===== config.mk =====
export PLATFORM = sky130hd
export DESIGN_NAME = dv_post
export DESIGN_NICKNAME = d
export VERILOG_FILES = /design/src/rtl/core/dv_pkg.sv /design/src/rtl/core/dv_post.sv
export SDC_FILE = /design/constraint.sdc
export NUM_CORES = 1
export LEC_CHECK = 0
export BUFFER_PORTS_ARGS = -buffer_cell sky130_fd_sc_hd__buf_2
export CAP_MARGIN = 40
export CORE_ASPECT_RATIO = 1.4
export CORE_MARGIN = 10
export CORE_UTILIZATION = 43
export CTS_CLUSTER_SIZE = 40
export DETAILED_ROUTE_END_ITERATION = 16
export PLACE_DENSITY_LB_ADDON = 0.12
export SLEW_MARGIN = 40
export SYNTH_ARGS = -nofsm -noshare
export SYNTH_HDL_FRONTEND = slang
export SYNTH_SLANG_ARGS = --single-unit

===== constraint.sdc =====
create_clock -name clk -period 0.96 [get_ports clk]
set_clock_uncertainty 0.2 [all_clocks]
set_input_delay 0.048 -clock clk [delete_from_list [all_inputs] [get_ports clk]]
set_output_delay 0.048 -clock clk [all_outputs]
set_load 0.01 [all_outputs]

===== src/rtl/core/dv_pkg.sv =====
// ----------------------------------------------------------------------------
// dv_pkg: shared types and constants for the 64-bit divider
// Field widths of the stream payload and the control word that travels with
// each request down the divider chain.
// ----------------------------------------------------------------------------
package dv_pkg;

    localparam int FIELD_W     = 64;
    localparam int TUSER_IN_W  = 1;
    localparam int TDATA_IN_W  = 2 * FIELD_W;
    localparam int TDATA_OUT_W = 2 * FIELD_W;

    localparam logic MODE_UNSIGNED = 1'b0;
    localparam logic MODE_SIGNED   = 1'b1;

    typedef struct packed {
        logic valid;
        logic neg_q;
        logic neg_r;
        logic zero;
    } dv_ctl_t;

endpackage


===== src/rtl/core/dv_post.sv =====
// ----------------------------------------------------------------------------
// dv_post: result sign fix-up and output register
// Restores the signs of quotient and remainder, forces zero on a zero
// divisor and holds the result until the downstream side takes it.
// ----------------------------------------------------------------------------
module dv_post #(
    parameter int W = 64
) (
    input  logic                       clk,
    input  logic                       rst_n,
    input  logic                       en,
    input  dv_pkg::dv_ctl_t            ctl_in,
    input  logic [W-1:0]               quo_in,
    input  logic [W-1:0]               rem_in,
    output logic                       valid_reg,
    output logic [dv_pkg::FIELD_W-1:0] quotient_reg,
    output logic [dv_pkg::FIELD_W-1:0] remainder_reg
);
    import dv_pkg::*;

    logic [W-1:0] q_fix;
    logic [W-1:0] r_fix;

    always_comb
    begin
        if (ctl_in.zero)
        begin
            q_fix = '0;
            r_fix = '0;
        end
        else
        begin
            q_fix = ctl_in.neg_q ? (~quo_in + W'(1)) : quo_in;
            r_fix = ctl_in.neg_r ? (~rem_in + W'(1)) : rem_in;
        end
    end

    always_ff @(posedge clk or negedge rst_n)
    begin
        if (!rst_n)
        begin
            valid_reg <= 1'b0;
        end
        else if (en)
        begin
            valid_reg <= ctl_in.valid;
        end
    end

    always_ff @(posedge clk)
    begin
        if (en)
        begin
            quotient_reg  <= FIELD_W'(q_fix);
            remainder_reg <= FIELD_W'(r_fix);
        end
    end

endmodule


Word-level counts from Yosys, hierarchy flattened
Cells that the tools add are included.
- flip-flop bits (word level): 129
- logic and storage cells: 9
- output and inout bits: 129
- mux-type cells: 2
- bitwise operators: 2
- add/subtract/negate cells: 2
- operators with widths (cell ; number):
    $add 64x1->64 const B ; 2
    $mux 64 ; 2
    $not 64->64 ; 2

Logic depth before layout (Yosys ltp)
- depth in word-level cells: 3
- gate-level depth with buffers: 7
- gate-level depth less buffers: 7

Worst setup path before layout
OpenSTA, ideal clock, no wires.
- kind: input port to flip-flop
- start: input rem_in[18]
- end: register remainder_reg[45] in the netlist's numbering, data pin
- stages: 7
- library setup time: 0.260 ns
- arrival time: 1.786 ns
- slack: -1.286 ns
- path buffers: 2
- cell sequence: clkbuf_1 > nor3_1 > nand4_4 > or2_1 > buf_2 > o41ai_2 > mux2_2
- word-level cells in the longest chain between the ends: 3
- ends and longest elaborated chain (element ; line ; RTL):
    from (decl) ; dv_post.sv:14 ; input logic [W-1:0] rem_in,
    $not 64->64 ; dv_post.sv:34 ; r_fix = ctl_in.neg_r ? (~rem_in + W'(1)) : rem_in;
    $add 64x1->64 ; dv_post.sv:34 ;
    $mux 64 ; dv_post.sv:34 ;
    to (signal assigned) ; dv_post.sv:55 ; remainder_reg <= FIELD_W'(r_fix);
    to (decl) ; dv_post.sv:17 ; output logic [dv_pkg::FIELD_W-1:0] remainder_reg
No other way between the ends.
A chain may end at the register's enable or synchronous reset.

Final worst setup path
- start: input rem_in[34]
- end: register remainder_reg[59] in the netlist's numbering, data pin
Same word-level chain as after synthesis.

==> results.ini <==
[placement]
dpl.cell_count = 1607
gp_congestion = 0.938
port_buffers = 263
dp_hpwl_mm = 24.0

[floorplanning]
die-height_um = 187
dieArea_um2 = 26100
design.core.area_um2 = 19800
core.rowCount = 61
start_util_pct = 43.4
die_w_um = 139
ios = 264

[power_and_ir_drop]
peakVddDrop_mv = 1.03
p_per_area_nw_per_um2 = 1150
p_leak_nw = 6.86

[cts]
clock_sinks = 129
cts_made_buffers = 17
cts_max_level = 4
cts_hold_buf = 14
cts_tree = built
clk_latency_ps = 430
root_buffer = clkbuf_16
clkTransAtPathRegs_ps = 60
clk_path_buf_depth = 2

[synth]
synth-simple-area-share_pct = 27.6
synthArstFlopShare_pct = 0.775
syn_area_per_cell_um2 = 9.75
yosysSeqAreaShare_pct = 45.1
yosysTopAreaCellShare_pct = 44.8
syn_inst = 880
synth_top_family_by_area = simple AND/OR/NAND/NOR gates
synthDistinctLibCells = 58
synth_edf_count = 128
syn-num-nets = 1017
yosys_most_used_dff = edfxtp_1
synth_common_cells = nor2_1, edfxtp_1, xor2_1, nor3_1, clkbuf_1
synthTopCellsByArea = edfxtp_1, nor2_1, xor2_1
yosysMostFrequentCell = nor2_1
synth_xor_area_share_pct = 6.53
synthAdderAreaFrac_pct = 0.292
syn_area_um2 = 8580
synthMuxAreaShare_pct = 5.51
synth-seq-cells = 129
yosysTopAreaCell = edfxtp_1
synth_compound_area_share_pct = 11.8
yosys_warnings = 0

[route]
routedWlPerCell_um = 21.2
drc = 0
ant_nets = 0
drtIter0Drc = 630
wl_mm = 36.9
first_pass_iters = 5
num_vias = 9971
via_per_inst = 5.73

[global_routing]
overflow = 0
grt_max_degree = 53
grt_pass1_wl_mm = 54.4
antenna_found_initial = 2
track_usage_pct = 25.6
grt_pass1_vias = 10203

[timing]
finalCritPeriodShare_pct = 192
setup-violations-final = 248
holdWs_ps = -240
clock.fmax_mhz = 543
fin_crit_ps = 1840
final_max_slew_viol_count = 0
final_hold_viol_count = 171
setup_ws_ps = -882
relSlewSlack_pct = 67.5
tightest_slew_ps = 487
fin_tns_setup_ps = -103730
rsz0062_at_grt = yes

[min_path]
min_path_type = input pin to flop

[status]
violations = negative hold slack, negative setup slack
run_status = complete, but fails checks

[layout]
fin_cells = 1739
layout.nets = 1610
area_delta_synth_final_pct = 85.4
fillers = 1151
drive_gt1_share_pct = 60.0
final_util_pct = 80.5

[critical_path]
start_kind = input pin
worst_ep_required_time_ps = 1060
worstSetupPathType = input pin to flop
cp_data_arrival_time_ps = 1940
worstSetupEndpointType = flop
crit_fanout = 3

[flow_run]
maxCapViolCount = 0

[layer usage]
metal | vias up | part of all wire [%] | GRT usage (%)
li1 | 4544 | - | -
met3 | 112 | 6.4 | 6.30
met4 | 2 | 4.1 | 11.7
met1 | 4849 | 35 | 26.6
met5 | - | 0.030 | 0
met2 | 464 | 54 | 46.8
[cell usage in the layout, fill, tap and decap left out, types with 7 or more instances in the layout]
cell type	instances
buf_4	276
buf_2	216
nor2_1	128
edfxtp_1	128
buf_6	93
xor2_1	55
nor2b_1	30
nand2_1	30
nor3_1	28
mux2_2	26
a21oi_2	22
o31ai_4	21
o41ai_4	21
nor4_4	20
nand4_1	17
nand3_1	17
clkbuf_16	17
and3_1	15
buf_8	15
dlygate4sd3_1	14
buf_12	14
or4_4	13
o21ai_2	13
a21oi_1	12
nor3_2	11
or3_1	11
mux2i_1	11
nor3_4	9
inv_1	9
o21ai_0	9
or4_1	9
nor2_4	7
o311ai_1	7
nand3b_1	7
or2_2	7
xnor2_1	7
[stage by stage]
stage	setup WS [ps]	power, mW	cell area, um^2
after floorplan	-1200	8.72	9580
after global placement	-1400	10.7	12700
after detailed placement	-1400	10.8	12700
after CTS	-847	18.1	15300
after global routing	-918	18.9	15900
final	-882	18.3	15900
[kinds of logic (layout without fill, tap and decap cells)]
kind of cell               Yosys count  after routing
AOI/OAI and AO/OA                  146            146
adders and majority gates            2              2
xor gates and xnor gates            64             64
muxes                               43             43
and+or+nand+nor                    426            426
buffers and inverters               70            676
other                                0              1
DFF                                129            129
[worst paths after layout]
check / startpoint / end / slack [ps] / depth (start not counted)
worst min-delay path: rem_in[0] / remainder_reg[0] / -240 / 3
worst min register to register: valid_reg / valid_reg / 310 / 1
max in group asynchronous: rst_n / valid_reg / 210 / 3
worst max-delay path: rem_in[34] / remainder_reg[59] / -880 / 6
worst max register to register: valid_reg / valid_reg / 20 / 1
min in group asynchronous: rst_n / valid_reg / 240 / 3
[what timing repair did]
action,in CTS,in global routing
endpoints found under the hold margin,235,158
gates resized for setup,260,89
buffers inserted,61,34
setup endpoints to repair,250,254
pin swaps,128,120
[critical path: stages]
cell and delay, ps:
buf_6 90, or4_4 540, nand3b_1 250, or4_1 450
or4_1 480, nand3_1 90
[power breakdown]
part           switching, mW  leakage (nW)  internal (mW)
combinational           2.32          5.33           2.13
sequential             0.185          1.25           6.82
clock                   2.58         0.289           4.28
total                   5.09          6.86           13.2
[layout make-up]
cell class                      count  area, um^2  area share, %
Tap cell                          252         315           1.98
Sequential cell                   129        3870           24.3
Clock inverter                     14         170           1.07
Clock buffer                       18         429           2.70
Antenna cell                        1        2.50         0.0157
Multi-Input combinational cell    681        6180           38.9
Timing Repair Buffer              628        4850           30.5
Inverter                           16        87.6          0.551
(Power assumes the default switching activity.)
