==> src/rtl/core/dv_pkg.sv <==
// ----------------------------------------------------------------------------
// dv_pkg: shared types and constants for the 64-bit divider
// Field widths of the stream payload and the control word that travels with
// each request down the divider chain.
// ----------------------------------------------------------------------------
package dv_pkg;

    localparam int FIELD_W     = 64;
    localparam int TUSER_IN_W  = 1;
    localparam int TDATA_IN_W  = 2 * FIELD_W;
    localparam int TDATA_OUT_W = 2 * FIELD_W;

    localparam logic MODE_UNSIGNED = 1'b0;
    localparam logic MODE_SIGNED   = 1'b1;

    typedef struct packed {
        logic valid;
        logic neg_q;
        logic neg_r;
        logic zero;
    } dv_ctl_t;

endpackage

==> src/rtl/core/dv_prep.sv <==
// ----------------------------------------------------------------------------
// dv_prep: operand conditioning stage
// Takes magnitudes of signed operands, records the result signs and the
// zero-divisor case, and registers them at the head of the cell chain.
// ----------------------------------------------------------------------------
module dv_prep #(
    parameter int W = 64
) (
    input  logic             clk,
    input  logic             rst_n,
    input  logic             en,
    input  logic             in_valid,
    input  logic             req_type,
    input  logic [W-1:0]     dividend,
    input  logic [W-1:0]     divisor,
    output dv_pkg::dv_ctl_t  ctl_reg,
    output logic [W-1:0]     num_reg,
    output logic [W-1:0]     den_reg
);
    import dv_pkg::*;

    logic    num_neg;
    logic    den_neg;
    dv_ctl_t ctl_next;
    logic [W-1:0] num_next;
    logic [W-1:0] den_next;

    always_comb
    begin
        num_neg        = (req_type == MODE_SIGNED) && dividend[W-1];
        den_neg        = (req_type == MODE_SIGNED) && divisor[W-1];
        num_next       = num_neg ? (~dividend + W'(1)) : dividend;
        den_next       = den_neg ? (~divisor + W'(1)) : divisor;
        ctl_next.valid = in_valid;
        ctl_next.neg_q = num_neg ^ den_neg;
        ctl_next.neg_r = num_neg;
        ctl_next.zero  = (divisor == '0);
    end

    always_ff @(posedge clk or negedge rst_n)
    begin
        if (!rst_n)
        begin
            ctl_reg <= '0;
        end
        else if (en)
        begin
            ctl_reg <= ctl_next;
        end
    end

    always_ff @(posedge clk)
    begin
        if (en)
        begin
            num_reg <= num_next;
            den_reg <= den_next;
        end
    end

endmodule

==> config.mk <==
export PLATFORM = sky130hd
export DESIGN_NAME = dv_prep
export DESIGN_NICKNAME = d
export VERILOG_FILES = /design/src/rtl/core/dv_pkg.sv /design/src/rtl/core/dv_prep.sv
export SDC_FILE = /design/constraint.sdc
export NUM_CORES = 1
export LEC_CHECK = 0
export BUFFER_PORTS_ARGS = -buffer_cell sky130_fd_sc_hd__buf_4
export CAP_MARGIN = 25
export CORE_MARGIN = 2
export CORE_UTILIZATION = 45
export CTS_BUF_LIST = sky130_fd_sc_hd__clkbuf_4
export CTS_CLUSTER_SIZE = 12
export DETAILED_ROUTE_END_ITERATION = 16
export PLACE_DENSITY = 0.71
export SLEW_MARGIN = 25
export SYNTH_ARGS = -nofsm -noshare
export SYNTH_HDL_FRONTEND = slang
export SYNTH_SLANG_ARGS = --single-unit
==> constraint.sdc <==
create_clock -name clk -period 1.1 [get_ports clk]
set_input_delay 0.055 -clock clk [delete_from_list [all_inputs] [get_ports clk]]
set_output_delay 0.055 -clock clk [all_outputs]
set_load 0.05 [all_outputs]
==> qor.yml, run 1 <==
outcome:
  status: "did not finish"
  stop_stage: "global routing"
  error: "[ERROR GRT-0232] Routing congestion too high. Check the congestion heatmap in the GUI."
synthesis:
  synth_area_leaders: "edfxtp_1 (55%), xor2_1 (10%), xnor2_1 (5.0%), nor2_1 (3.5%), a31oi_1 (2.8%)"
  syn_nets: 745
  avgSynthCellArea_um2: 11.45
  synth_edf_count: 128
  synth_flop_cell: "edfxtp_1"
  synthArstFlopShare_pct: 3.030
  yosysTopAreaCellShare_pct: 55.03
  ys_seq_area_share_pct: 56.47
  synth-seq-cells: 132
  synth_top_area_cell: "edfxtp_1"
  synthDistinctLibCells: 41
  yosysWarnings: 0
  ys_top_cells_by_count: "edfxtp_1 (128), xor2_1 (82), nor2_1 (65)"
  synthCells: 610
  synthMostInstantiatedCell: "edfxtp_1"
  netlist_area_um2: 6984
clock_tree:
  cts_sinks: 132
  clock-root-buffer: "clkbuf_4"
  cts.path.max_buffers: 2
  cts_htree_levels: 4
  numCtsBuffers: 17
placed_design:
  dpl_worst_slack_ns: -1.389
  place_congestion: 0.8791
  dpl.hpwl_um: 17410
  placed_cell_area_um2: 11270
  io_buffers: 264
die:
  die_h_um: 128.6
  ioPinCount: 265
  die_x_um: 128.6
  initial_core_util_pct: 45.94
  num_rows: 45
sta:
  worstEpCategory: "sequential cell input"
  grt-worst-endpoint: "den_reg[52]$_DFFE_PP_/D"
grt:
  grt_start_max_net_pins: 66
  grtUsageTotal_pct: 92.01
  grt_overflow_total: 775
[cells by family after synthesis]
logic type	Yosys count	share of synthesized area, %
AND/OR/NAND/NOR	203	15.55
flip-flops	132	56.47
XOR/XNOR	122	15.30
AO/OA/AOI/OAI	111	9.799
buffers and inverters	38	2.203
multiplexers	2	0.3224
adder cells (fa/ha/maj)	2	0.3582
[per-stage QoR]
| stage | instances | setup TNS [ns] | hold WS [ns] |
|---|---|---|---|
| 2_1_floorplan | 610 | -75.87 | -0.2406 |
| 3_3_place_gp | 1254 | -103.67 | -0.1385 |
| 3_5_place_dp | 1254 | -105.52 | -0.1378 |
| 4_1_cts | 1450 | -51.64 | 0.001211 |
[layer usage]
layer | GRT overflow | track usage, %
met5 | 1 | 22.35
met4 | 242 | 105.9
met3 | 11 | 73.18
met2 | 517 | 113.7
met1 | 4 | 85.96
[timing repair]
item / in CTS
gates cloned: 2
hold endpoints to repair: 147
gates resized for setup: 259
endpoints found under the setup margin: 232
pin swaps: 62
setup buffers: 28
hold buffers: 134
==> inputs of run 2 (changes only) <==
--- a/config.mk
+++ b/config.mk
@@ -8,11 +8,9 @@
 export BUFFER_PORTS_ARGS = -buffer_cell sky130_fd_sc_hd__buf_4
 export CAP_MARGIN = 25
 export CORE_MARGIN = 2
-export CORE_UTILIZATION = 45
-export CTS_BUF_LIST = sky130_fd_sc_hd__clkbuf_4
-export CTS_CLUSTER_SIZE = 12
+export CORE_UTILIZATION = 30
 export DETAILED_ROUTE_END_ITERATION = 16
-export PLACE_DENSITY = 0.71
+export PLACE_DENSITY_LB_ADDON = 0.15
 export SLEW_MARGIN = 25
 export SYNTH_ARGS = -nofsm -noshare
 export SYNTH_HDL_FRONTEND = slang
==> run 2 against run 1 <==
Compared with the run above:
- the flow now finishes, with violations (negative setup slack)
- synthesized area stayed put
- synthesized cell count is the same
==> qor.yml, run 2 <==
outcome:
  status: "finished, violations left"
  violations: "negative setup slack"
synthesis:
  synthMostInstantiatedCell: "edfxtp_1"
  yosysTopAreaCellShare_pct: 55.03  # unchanged
  avgSynthCellArea_um2: 11.45  # unchanged
  ys_top_cells_by_count: "edfxtp_1 (128), xor2_1 (82), nor2_1 (65)"
  ys_seq_area_share_pct: 56.47  # unchanged
  synthCells: 610  # unchanged
  synth_top_area_cell: "edfxtp_1"
  synthArstFlopShare_pct: 3.030  # unchanged
  synth_flop_cell: "edfxtp_1"
  synthDistinctLibCells: 41  # unchanged
  netlist_area_um2: 6984  # unchanged
  syn_nets: 745  # unchanged
  synth-seq-cells: 132  # unchanged
  synth_edf_count: 128  # unchanged
  synth_area_leaders: "edfxtp_1 (55%), xor2_1 (10%), xnor2_1 (5.0%), nor2_1 (3.5%), a31oi_1 (2.8%)"
  yosysWarnings: 0  # unchanged
clock_tree:
  clkLatencyLatePin_ns: 0.41
  cts_sinks: 132  # unchanged
  numCtsBuffers: 17  # unchanged
  cts.path.max_buffers: 2  # unchanged
  clk_pin_slew_ns: 0.06
  cts_htree_levels: 4  # unchanged
  clock-root-buffer: "clkbuf_16"
  cts_tree: "built"
finish:
  layout_common_cells: "buf_4 (420), edfxtp_1 (128), xor2_1 (82), buf_6 (78), nor2_1 (50)"
  drive_gt1_share_pct: 61.51
  seq_area_um2: 3944
  antenna_cells: 0
  fin_nets: 1287
  area_growth_pct: 99.09
  multi_input_area_um2: 4170
  final_common_cell: "buf_4"
  nFillCells: 1883
die:
  core-area_um2: 22780
  die_x_um: 156.6  # +22%
  dieArea_um2: 24520
  die_h_um: 156.6  # +22%
  num_rows: 55  # +22%
  ioPinCount: 265  # unchanged
  initial_core_util_pct: 30.66  # -15 points
run:
  max-cap-violations: 0
grt:
  grt_pass1_vias: 7059
  grt_pass1_wl_um: 37740
  antenna_found_initial: 0
  grtUsageTotal_pct: 20.08
  grt_start_max_net_pins: 32
  grt_overflow_total: 0
critical_path:
  path_delay_family: "simple AND/OR/NAND/NOR gates"
  crit_chain: "buf_6, or4_4, or4b_4, nor4_4, buf_4, buf_12, a41oi_2, xor2_1"
  max_stage_delay_ns: 0.61
  critPathLaunchType: "input pin"
  slowest_stage: "or4b_4"
  path_buf_inv: 3
  r2r-start: "ctl_reg[3]"
  ff2ff_path_depth: 1
  timing.rr.end: "ctl_reg[3]"
  crit_path_max_fanout: 7
  arrival_ns: 2.14
  rrSetupSlack_ns: 0.36
  worstSetupPathType: "input pin to register"
  worst_setup_path_end_kind: "register"
  crit_required_ns: 1.27
routing:
  wl_met1_um: 11010
  wl_met3_um: 1212
  drc_errors: 0
  wirelength_um: 25060
  routed.top_layer: "met4"
  via_count: 6963
  dr.first_iter.drc_count: 278
  firstDrtPassIters: 4
  wl_met2_um: 12370
  wl_per_cell_um: 16.97
  ant_nets: 0
  via_per_inst: 4.714
sta:
  fin_crit_ns: 1.973
  skew_ns: 0
  fin_crit_sh_pct: 179.4
  hold_viol: 0
  tightestPinTransition_ns: 0.6817
  tns_ns: -51.40
  drv_slew: 0
  max_freq_mhz: 506.8
  slew-limit-headroom_pct: 54.20
  fin_ws_ns: -0.8734
  rsz0062_at_grt: "true"
  finalSetupViolCount: 107
placed_design:
  io_buffers: 264  # unchanged
  dpl.hpwl_um: 17890  # +2.8%
  place_congestion: 0.7972  # -9.3%
hold_path:
  hold_path_startpoint: "en"
  hold_end: "num_reg[5]"
  min_path_type: "input pin to register"
  whs_path_depth: 1
power:
  power.total_mw: 17.63
  leakagePower_nw: 5.768
  ir_worst_vdd_mv: 0.8989
  pwr_density_cell_nw_per_um2: 1268
[run 2: cell counts after synthesis]
Identical to the previous run, type by type.
[run 2: through the flow]
stage | hold WS, ns | util [%] | instances | worst slack [ns] | instance area [µm²]
3_5_place_dp | -0.1338 | 50.74 | 1392 | -1.396 | 11560
6_report | 0.01825 | 61.04 | 1477 | -0.8734 | 13900
4_1_cts | 0.0008152 | 58.79 | 1469 | -0.8862 | 13390
2_1_floorplan | -0.2406 | - | 610 | -1.165 | 7443
5_1_grt | 0.003168 | 61.04 | 1477 | -0.8949 | 13900
3_3_place_gp | -0.1342 | 50.74 | 1392 | -1.341 | 11560
[run 2: area by class of cell]
class | count | share of cell area [%]
timing repair buffer | 543 | 33.71
multi-input combinational | 440 | 29.99
sequential | 132 | 28.36
clock buffer | 17 | 3.059
tap | 313 | 2.817
clock inverter | 14 | 1.449
inverter | 18 | 0.6119
[run 2: layer usage]
metal | vias to the layer above | global-route usage [%]
li1 | 3394 | -
met1 | 3353 | 25.78
met2 | 187 | 33.77
met3 | 29 | 4.819
met5 | - | 0
met4 | 0 | 5.723
[run 2: how the worst max path moves through the flow]
stage	startpoint	end	slack, ns	cells after the start
3_5_place_dp	divisor[1]	den_reg[62]	-1.40	9
6_report	divisor[18]	den_reg[51]	-0.87	8
2_1_floorplan	divisor[21]	den_reg[44]	-1.16	6
5_1_grt	divisor[18]	den_reg[51]	-0.89	8
3_3_place_gp	divisor[1]	den_reg[62]	-1.34	9
4_1_cts	divisor[21]	den_reg[42]	-0.89	8
[run 2: power breakdown]
part	internal, mW	switching (mW)	leakage [nW]
Clock	3.81	2.35	0.300
Sequential	6.16	0.199	1.30
Combinational	1.99	3.11	4.16
Total	12.0	5.66	5.77
[run 2: cell families after synthesis]
kind of cell / after synthesis / synth area share (%)
XOR/XNOR: 122 / 15.30
AND/OR/NAND/NOR: 203 / 15.55
adder cells (fa/ha/maj): 2 / 0.3582
flip-flops: 132 / 56.47
AO/OA/AOI/OAI: 111 / 9.799
multiplexers: 2 / 0.3224
buffers and inverters: 38 / 2.203
[run 2: what timing repair did]
action,4_1_cts,5_1_grt
gates resized for setup,161,83
hold buffers,22,1
pin swaps,62,39
hold endpoints to repair,22,1
setup buffers,23,9
gates cloned,2,1
setup endpoints to repair,116,144
No activity file was read; power rests on OpenSTA's default activity.
