$ cat config.mk
export PLATFORM = sky130hd
export DESIGN_NAME = dv_cell
export DESIGN_NICKNAME = d
export VERILOG_FILES = /design/src/rtl/core/dv_pkg.sv /design/src/rtl/core/dv_cell.sv
export SDC_FILE = /design/constraint.sdc
export NUM_CORES = 1
export LEC_CHECK = 0
export ABC_AREA = 1
export BUFFER_PORTS_ARGS = -buffer_cell sky130_fd_sc_hd__buf_4
export CELL_PAD_IN_SITES_DETAIL_PLACEMENT = 1
export CELL_PAD_IN_SITES_GLOBAL_PLACEMENT = 2
export CORE_MARGIN = 2
export CORE_UTILIZATION = 29
export DETAILED_ROUTE_END_ITERATION = 7
export GPL_TIMING_DRIVEN = 0
export PLACE_DENSITY_LB_ADDON = 0.1
export SYNTH_ARGS = -nofsm -noshare
export SYNTH_HDL_FRONTEND = slang
export SYNTH_SLANG_ARGS = --single-unit
$ cat constraint.sdc
create_clock -name clk -period 1.15 [get_ports clk]
set_clock_uncertainty 0.1 [all_clocks]
set_input_delay 0.115 -clock clk [delete_from_list [all_inputs] [get_ports clk]]
set_output_delay 0.115 -clock clk [all_outputs]
set_load 0.005 [all_outputs]
$ cat src/rtl/core/dv_pkg.sv
// ----------------------------------------------------------------------------
// dv_pkg: shared types and constants for the 64-bit divider
// Field widths of the stream payload and the control word that travels with
// each request down the divider chain.
// ----------------------------------------------------------------------------
package dv_pkg;

    localparam int FIELD_W     = 64;
    localparam int TUSER_IN_W  = 1;
    localparam int TDATA_IN_W  = 2 * FIELD_W;
    localparam int TDATA_OUT_W = 2 * FIELD_W;

    localparam logic MODE_UNSIGNED = 1'b0;
    localparam logic MODE_SIGNED   = 1'b1;

    typedef struct packed {
        logic valid;
        logic neg_q;
        logic neg_r;
        logic zero;
    } dv_ctl_t;

endpackage

$ cat src/rtl/core/dv_cell.sv
// ----------------------------------------------------------------------------
// dv_cell: one restoring division step
// Shifts the next dividend bit into the partial remainder, subtracts the
// divisor when it fits and shifts the quotient bit in at the bottom.
// ----------------------------------------------------------------------------
module dv_cell #(
    parameter int W = 64
) (
    input  logic             clk,
    input  logic             rst_n,
    input  logic             en,
    input  dv_pkg::dv_ctl_t  ctl_in,
    input  logic [W-1:0]     rem_in,
    input  logic [W-1:0]     quo_in,
    input  logic [W-1:0]     den_in,
    output dv_pkg::dv_ctl_t  ctl_reg,
    output logic [W-1:0]     rem_reg,
    output logic [W-1:0]     quo_reg,
    output logic [W-1:0]     den_reg
);
    import dv_pkg::*;

    logic [W:0]   partial;
    logic [W:0]   diff;
    logic         fits;
    logic [W-1:0] rem_next;
    logic [W-1:0] quo_next;

    always_comb
    begin
        partial  = {rem_in, quo_in[W-1]};
        diff     = partial - {1'b0, den_in};
        fits     = !diff[W];
        rem_next = fits ? diff[W-1:0] : partial[W-1:0];
        quo_next = {quo_in[W-2:0], fits};
    end

    always_ff @(posedge clk or negedge rst_n)
    begin
        if (!rst_n)
        begin
            ctl_reg <= '0;
        end
        else if (en)
        begin
            ctl_reg <= ctl_in;
        end
    end

    always_ff @(posedge clk)
    begin
        if (en)
        begin
            rem_reg <= rem_next;
            quo_reg <= quo_next;
            den_reg <= den_in;
        end
    end

endmodule

After elaboration in Yosys (flattened, before gate mapping)
Cells that the tools add are included.
Storage, ports and cells
  register bits after elaboration: 196
  input bits: 199
  output and inout port bits: 196
  word-level logic and storage cells: 10
Operators by class
  add/sub/neg operators: 1
  muxes and demuxes: 1
  reductions and logical operators: 1
Operators by type and width (number)
  $sub A65 B64 Y65: 1
  $mux W64: 1
  $logic_not A1 Y1: 1

Depth between registers and ports, before layout
Gate-level depths: netlist of the first run.
  word-level depth: 2
  depth in mapped cells: 20
  gate-level depth less buffers: 18

Least setup slack after synthesis of the first run
OpenSTA, ideal clock, no wires.
  path type: in2reg
  from: input quo_in[63]
  to: register rem_reg[41] (data pin)
  arrival time: 1.929 ns
  required time: 0.798 ns
  path slack: -1.131 ns
  stages on the path: 19
  buffers on the path: 2
  cells stage by stage: inv_1 ha_1 fa_1 inv_1 nand2_1 nand2_1 nand3_1 nand2_2 nand2_1 nand2_2 nand2_1 nand2_2 nand2_2 nand3_1 nand2_2 buf_12 buf_12 nand2_2 nand2_1
On the way
  word-level cells in the longest chain between the ends: 2
RTL lines
  from (decl): line dv_cell.sv:14  | input logic [W-1:0] quo_in,
  $sub A65 B64 Y65: line dv_cell.sv:32  | diff = partial - {1'b0, den_in};
  $mux W64: line dv_cell.sv:34  | rem_next = fits ? diff[W-1:0] : partial[W-1:0];
  net rem_next[41]: line dv_cell.sv:26  | logic [W-1:0] rem_next;
  to (signal assigned): line dv_cell.sv:54  | rem_reg <= rem_next;
  to (decl): line dv_cell.sv:17  | output logic [W-1:0] rem_reg,
The timed path passes the listed nets, and every way through them passes these cells.
A chain may end at the register's enable or synchronous reset.

Final worst setup path of the first run
  from: input den_in[32]
  to: register rem_reg[33] (data pin)
On the way
  word-level cells in the longest chain between the ends: 2
RTL lines
  from (decl): line dv_cell.sv:15  | input logic [W-1:0] den_in,
  $sub A65 B64 Y65: line dv_cell.sv:32
  $mux W64: line dv_cell.sv:34
  net rem_next[33]: line dv_cell.sv:26
The timed path passes the listed nets, and every way through them passes these cells.

==> impl_metrics.ini, run 1 <==
[status]
status = finished, violations left
violations = negative hold slack, negative setup slack

[worst_setup_path]
crit_path_start_kind = primary input
cp_num_buf_inv = 5
slowest_delay_ns = 0.34
regToRegSetupSlack_ns = 0.14
r2r_cells = 2
end_kind = flip-flop
worstSetupPathType = primary input to flip-flop
rr_startpoint = ctl_reg[2]$_DFFE_PN0P_
r2r_end = ctl_reg[2]$_DFFE_PN0P_
critPathRequiredTime_ns = 1.40
crit_top_cell = nand2_4
crit_fanout = 8
cp.arrival_ns = 2.31
cpMaxStageDelayCell = nor4_4
cp_top_family = simple AND/OR/NAND/NOR gates
cp_cell_sequence = buf_4, inv_1, ha_4, nand2_4, inv_2, nand2_4, nor2_4, nand2_2, nor4_4, nand2_4, nand2_4, nand2_4, nand2_8, buf_16, clkbuf_16, nand2_2, nand2_2

[final_layout]
final_common_cell = nand2_1
multi_input_comb_area_sq_um = 7320
layout_common_cells = nand2_1, inv_1, buf_4
fillers = 5407
area_growth_pct = 68.6
drive_gt1_share_pct = 33.5
fin_cells = 3091
register_area_sq_um = 5870
nets = 2741

[sta]
relSlewSlack_pct = 64.7
fmax_mhz = 487
rsz0062_at_grt = yes
setup_viol = 261
holdWs_ns = -0.0565
final-hold-violation-count = 18
period_share_pct = 179
min_period_ns = 2.05
slew_viol_final = 0
layout_setup_ws_ns = -0.903
tightestPinTransition_ns = 0.530
finalSetupTns_ns = -69.68

[power_and_ir_drop]
clkPwrFrac_pct = 25.9
vdd_ir_drop_max_mv = 0.939
powerDensity_nw_per_um2 = 1100
swShare_pct = 34.1
leakage_nw = 11.3
p_int_mw = 16.0
p_comb_share_pct = 37.0
seq_power_share_pct = 37.1
p_switching_mw = 8.31

[floorplan]
die-area_sq_um = 47100
die_x_microns = 217
rows = 78
io_pins = 395
start_util_pct = 29.2
die_h_microns = 217
core-area_sq_um = 45100

[logic_synthesis]
synth_seq_cells = 196
netlist_instances = 1808
syn_area_per_cell_sq_um = 7.27
synth_nets = 2072
yosys_warnings = 0
synth_cell_types = 33
synth-seq-area-share_pct = 44.6
syn_area_sq_um = 13200

[global_routing]
grt_pass1_wl_microns = 86300
grt_antenna_before_repair = 2
grt_max_degree = 81
grt_pass1_vias = 14500
track_usage_pct = 24.7
overflow = 0

[routing]
ant_nets = 0
drt-total-wl_microns = 60100
viasPerCell = 4.44
vias = 13700
wl_per_cell_microns = 19.4
dr.pass1.iters = 5
drt_iter0_markers = 582
drc = 0

[min_path]
holdPathStages = 1
min_to = den_reg[58]$_DFFE_PP_
min_from = en
hold_path.class = primary input to flip-flop

[clock_tree]
clockRootBuffer = clkbuf_16
path_clk_slew_ns = 0.08
clkLatencyLatePin_ns = 0.48
tritoncts = yes
numCtsBuffers = 17
clock-sinks = 196
ctsHtreeMaxLevel = 4
cts_buffer_depth = 2

[placement]
place.gp.congestion = 0.898
dp.final_hpwl_microns = 43900
post-place-cells = 2803
port_buffers = 394

[job]
drv_cap = 0
-- timing repair --
item / CTS / global route
pin swaps: 25 / 44
resized for setup: 223 / 281
setup endpoints to repair: 265 / 325
endpoints found under the hold margin: 201 / 29
buffers inserted: 27 / 19
cloned: 3 / 7
hold buffers: 198 / 1
-- cells in the mapped netlist --
| master | count | area (sq um) |
|---|---|---|
| nand2_1 | 793 | 2980 |
| inv_1 | 389 | 1460 |
| edfxtp_1 | 192 | 5770 |
| nor2_1 | 102 | 383 |
| nand3_1 | 68 | 340 |
| ha_1 | 64 | 801 |
| a21oi_1 | 52 | 260 |
| xor2_1 | 30 | 263 |
| nand2_2 | 29 | 181 |
| nand4_1 | 19 | 119 |
| nor3_1 | 12 | 60.1 |
| o21bai_1 | 8 | 60.1 |
| nor2_2 | 7 | 43.8 |
| buf_2 | 6 | 30.0 |
| dfrtp_1 | 4 | 100 |
| inv_2 | 4 | 15.0 |
| mux2_2 | 4 | 45.0 |
| o21ai_0 | 4 | 20.0 |
| buf_12 | 3 | 60.1 |
| nor4_1 | 3 | 18.8 |
| and3_1 | 2 | 12.5 |
| buf_8 | 2 | 30.0 |
| buf_4 | 1 | 7.51 |
| buf_6 | 1 | 11.3 |
| clkinv_1 | 1 | 3.75 |
| fa_1 | 1 | 20.0 |
| nand2_4 | 1 | 11.3 |
| nand3b_1 | 1 | 7.51 |
| nor2_4 | 1 | 11.3 |
| nor4_2 | 1 | 12.5 |
| or2_1 | 1 | 6.26 |
| or2_2 | 1 | 6.26 |
| xnor2_1 | 1 | 8.76 |
-- metrics by stage --
stage / util [%] / hold slack (ns) / power [mW] / worst slack [ns] / cell area (sq um)
final: 49.2 / -0.0565 / 24.3 / -0.903 / 22200
after global routing: 49.2 / -0.0472 / 25.6 / -0.974 / 22200
after CTS: 46.1 / -0.0369 / 23.3 / -0.831 / 20800
after detailed placement: 37.5 / -0.185 / 15.6 / -2.25 / 16900
after global placement: 37.5 / -0.189 / 15.5 / -2.15 / 16900
after floorplan: - / -0.281 / 12.2 / -0.996 / 13200
-- power groups by stage --
stage	logic [mW]	registers (mW)	clock network, mW
after floorplan	3.02	9.18	0
after global placement	6.38	9.09	0
after detailed placement	6.46	9.10	0
after CTS	7.88	8.97	6.50
after global routing	9.80	9.10	6.70
final	9.00	9.03	6.31
-- per-layer routing --
metal	wire [microns]	track usage [%]	share of wire, %
met4	997	6.42	1.7
met3	2670	4.36	4.4
met1	27800	32.8	46
met2	28600	41.5	48
met5	0	0	0
-- how the worst max path moves through the flow --
stage | cells after the start | start | to | slack, ns
5_1_grt | 21 | quo_in[63] | rem_reg[27]$_DFFE_PP_ | -0.97
3_3_place_gp | 14 | rem_in[40] | rem_reg[43]$_DFFE_PP_ | -2.15
6_report | 17 | den_in[32] | rem_reg[33]$_DFFE_PP_ | -0.90
2_1_floorplan | 19 | quo_in[63] | rem_reg[41]$_DFFE_PP_ | -1.0
4_1_cts | 20 | quo_in[63] | rem_reg[43]$_DFFE_PP_ | -0.83
3_5_place_dp | 14 | rem_in[40] | rem_reg[43]$_DFFE_PP_ | -2.25
-- cell type report --
cell class	count	share of cell area, %
Antenna cell	2	0.0226
Buffer	13	0.925
Clock buffer	17	1.92
Clock inverter	14	0.734
Inverter	394	6.71
Multi-Input combinational cell	1205	33.0
Sequential cell	196	26.5
Tap cell	600	3.39
Timing Repair Buffer	650	26.8
-- cells by family after synthesis --
kind of cell	share of synthesized area (%)
AO/OA/AOI/OAI	2.59
XOR/XNOR	2.06
adder cells (fa/ha/maj)	6.24
buffers and inverters	12.3
flip-flops	44.6
multiplexers	0.342
AND/OR/NAND/NOR	31.9
-- worst register-to-register path, stage by stage, from the launching register on --
cell and delay, ns:
dfrtp_1 0.39, buf_4 0.14, mux2_2 0.27
No activity file was read; power rests on OpenSTA's default activity.
==> inputs of run 2 (changes only) <==
- PLACE_DENSITY: not set -> 0.8
- PLACE_DENSITY_LB_ADDON: 0.1 -> not set
==> run 2 against run 1 <==
  * The flow still finishes with violations (negative hold slack, negative setup slack)
  * Sequential cell count unchanged
  * Setup slack worse by 0.13 ns
  * Routed wire length up 2.8%
  * Critical path depth increased by 3
  * Clock power is 0.6% higher
  * Sequential power hardly changed
  * Critical path type unchanged
  * Largest power group is now combinational cells
==> impl_metrics.ini, run 2 (same netlist as run 1, synthesis figures left out) <==
[sta]
setup_viol = 261
layout_setup_ws_ns = -1.04
final-hold-violation-count = 14
holdWs_ns = -0.0787
finalSetupTns_ns = -78.26
tightestPinTransition_ns = 0.584
min_period_ns = 2.19
relSlewSlack_pct = 61.1
fmax_mhz = 458
period_share_pct = 190
slew_viol_final = 0
rsz0062_at_grt = yes

[power_and_ir_drop]
p_int_mw = 16.1
seq_power_share_pct = 36.6
p_comb_share_pct = 37.7
vdd_ir_drop_max_mv = 0.850
clkPwrFrac_pct = 25.7
powerDensity_nw_per_um2 = 1110
leakage_nw = 11.4
swShare_pct = 34.8
p_switching_mw = 8.61

[final_layout]
fillers = 5328
nets = 2752
register_area_sq_um = 5870
layout_common_cells = nand2_1, inv_1, buf_4
drive_gt1_share_pct = 32.7
final_common_cell = nand2_1
area_growth_pct = 70.2
multi_input_comb_area_sq_um = 7230

[clock_tree]
clock-sinks = 196
path_clk_slew_ns = 0.08
numCtsBuffers = 17
cts_buffer_depth = 2
ctsHtreeMaxLevel = 4
clockRootBuffer = clkbuf_16
tritoncts = yes
clkLatencyLatePin_ns = 0.48

[job]
drv_cap = 0

[placement]
port_buffers = 394
place.gp.congestion = 0.882
dp.final_hpwl_microns = 44600
place_worst_setup_slack_ns = -1.89

[global_routing]
grt_antenna_before_repair = 1
overflow = 0
grt_pass1_vias = 14700
grt_max_degree = 83
grt_pass1_wl_microns = 89100
track_usage_pct = 25.4

[routing]
ant_nets = 0
drt_iter0_markers = 734
vias = 14000
dr.pass1.iters = 5
drc = 0
drt-total-wl_microns = 61700
wl_per_cell_microns = 19.9
viasPerCell = 4.52

[worst_setup_path]
cp_top_family = simple AND/OR/NAND/NOR gates
r2r_cells = 2
cp_cell_sequence = buf_4, inv_1, ha_2, nand2_4, inv_1, nand2_1, nand2_2, nand2_1, nand2_1, a21oi_4, nand2_4, nand2_8, nand2_8, nand2_2, nand2_4, buf_12, buf_12, clkbuf_16, nand2_4, nand2_1
worstSetupPathType = primary input to flip-flop
rr_startpoint = ctl_reg[1]$_DFFE_PN0P_
crit_path_start_kind = primary input
regToRegSetupSlack_ns = 0.14
r2r_end = ctl_reg[1]$_DFFE_PN0P_
slowest_delay_ns = 0.31
crit_fanout = 5
end_kind = flip-flop
cp.arrival_ns = 2.34
cp_num_buf_inv = 6
cpMaxStageDelayCell = ha_2
critPathRequiredTime_ns = 1.30

[floorplan]
die_x_microns = 217
core-area_sq_um = 45100
rows = 78
die-area_sq_um = 47100
die_h_microns = 217
io_pins = 395
start_util_pct = 29.2

[status]
status = finished, violations left
violations = negative hold slack, negative setup slack

[min_path]
min_from = en
hold_path.class = primary input to flip-flop
min_to = rem_reg[55]$_DFFE_PP_
holdPathStages = 1
[run 2: cell types whose count changed in the layout (fill, tap and decap cells not counted), sizes merged]
cell	delta
clkinvlp	-3
nand2	+2
buf	+11
bufinv	-1
dlygate4sd3	+1
clkinv	+4
clkbuf	-3
diode	-1
inv	+1
[run 2: power groups by stage]
stage / Sequential, mW / Clock, mW / Combinational [mW]
5_1_grt: 9.12 / 6.75 / 10.1
6_report: 9.06 / 6.35 / 9.33
4_1_cts: 8.98 / 6.53 / 8.18
3_3_place_gp: 9.10 / 0 / 6.36
3_5_place_dp: 9.11 / 0 / 6.46
2_1_floorplan: 9.18 / 0 / 3.02
[run 2: stage by stage]
step / power, mW / instance area [sq um] / std cells / util, %
floorplan: 12.2 / 13200 / 1808 / -
finish: 24.7 / 22400 / 3102 / 49.6
CTS: 23.7 / 21000 / 3068 / 46.5
detailed placement: 15.6 / 16900 / 2803 / 37.5
global route: 26.0 / 22400 / 3102 / 49.6
global placement: 15.5 / 16900 / 2802 / 37.5
[run 2: layout make-up]
| type | instances | area share [%] |
|---|---|---|
| Multi-Input combinational cell | 1207 | 32.3 |
| Timing Repair Buffer | 660 | 27.8 |
| Sequential cell | 196 | 26.2 |
| Inverter | 394 | 6.72 |
| Tap cell | 600 | 3.35 |
| Clock buffer | 17 | 1.90 |
| Buffer | 12 | 0.878 |
| Clock inverter | 15 | 0.866 |
| Antenna cell | 1 | 0.0112 |
[run 2: worst max path at each step]
| stage | startpoint | endpoint | slack (ns) | cells after the start |
|---|---|---|---|---|
| floorplan | quo_in[63] | rem_reg[41]$_DFFE_PP_ | -1.0 | 19 |
| global placement | den_in[23] | rem_reg[44]$_DFFE_PP_ | -1.86 | 15 |
| detailed placement | den_in[23] | rem_reg[59]$_DFFE_PP_ | -1.89 | 15 |
| CTS | quo_in[63] | rem_reg[57]$_DFFE_PP_ | -0.93 | 21 |
| global route | den_in[18] | rem_reg[59]$_DFFE_PP_ | -1.09 | 20 |
| finish | den_in[18] | rem_reg[60]$_DFFE_PP_ | -1.04 | 20 |
[run 2: per-layer routing]
metal / GRT usage, % / part of all wire (%) / vias up
li1: - / - / 6897
met1: 32.3 / 44 / 6790
met2: 45.5 / 51 / 288
met3: 3.96 / 3.6 / 37
met4: 4.98 / 1.2 / 0
met5: 0 / 0 / -
[run 2: repair_timing]
item	in CTS	in global routing
endpoints found under the hold margin	200	26
setup endpoints to repair	265	325
gates resized for setup	239	293
hold buffers	199	1
setup buffers	27	29
pin swaps	32	60
gates cloned	8	6
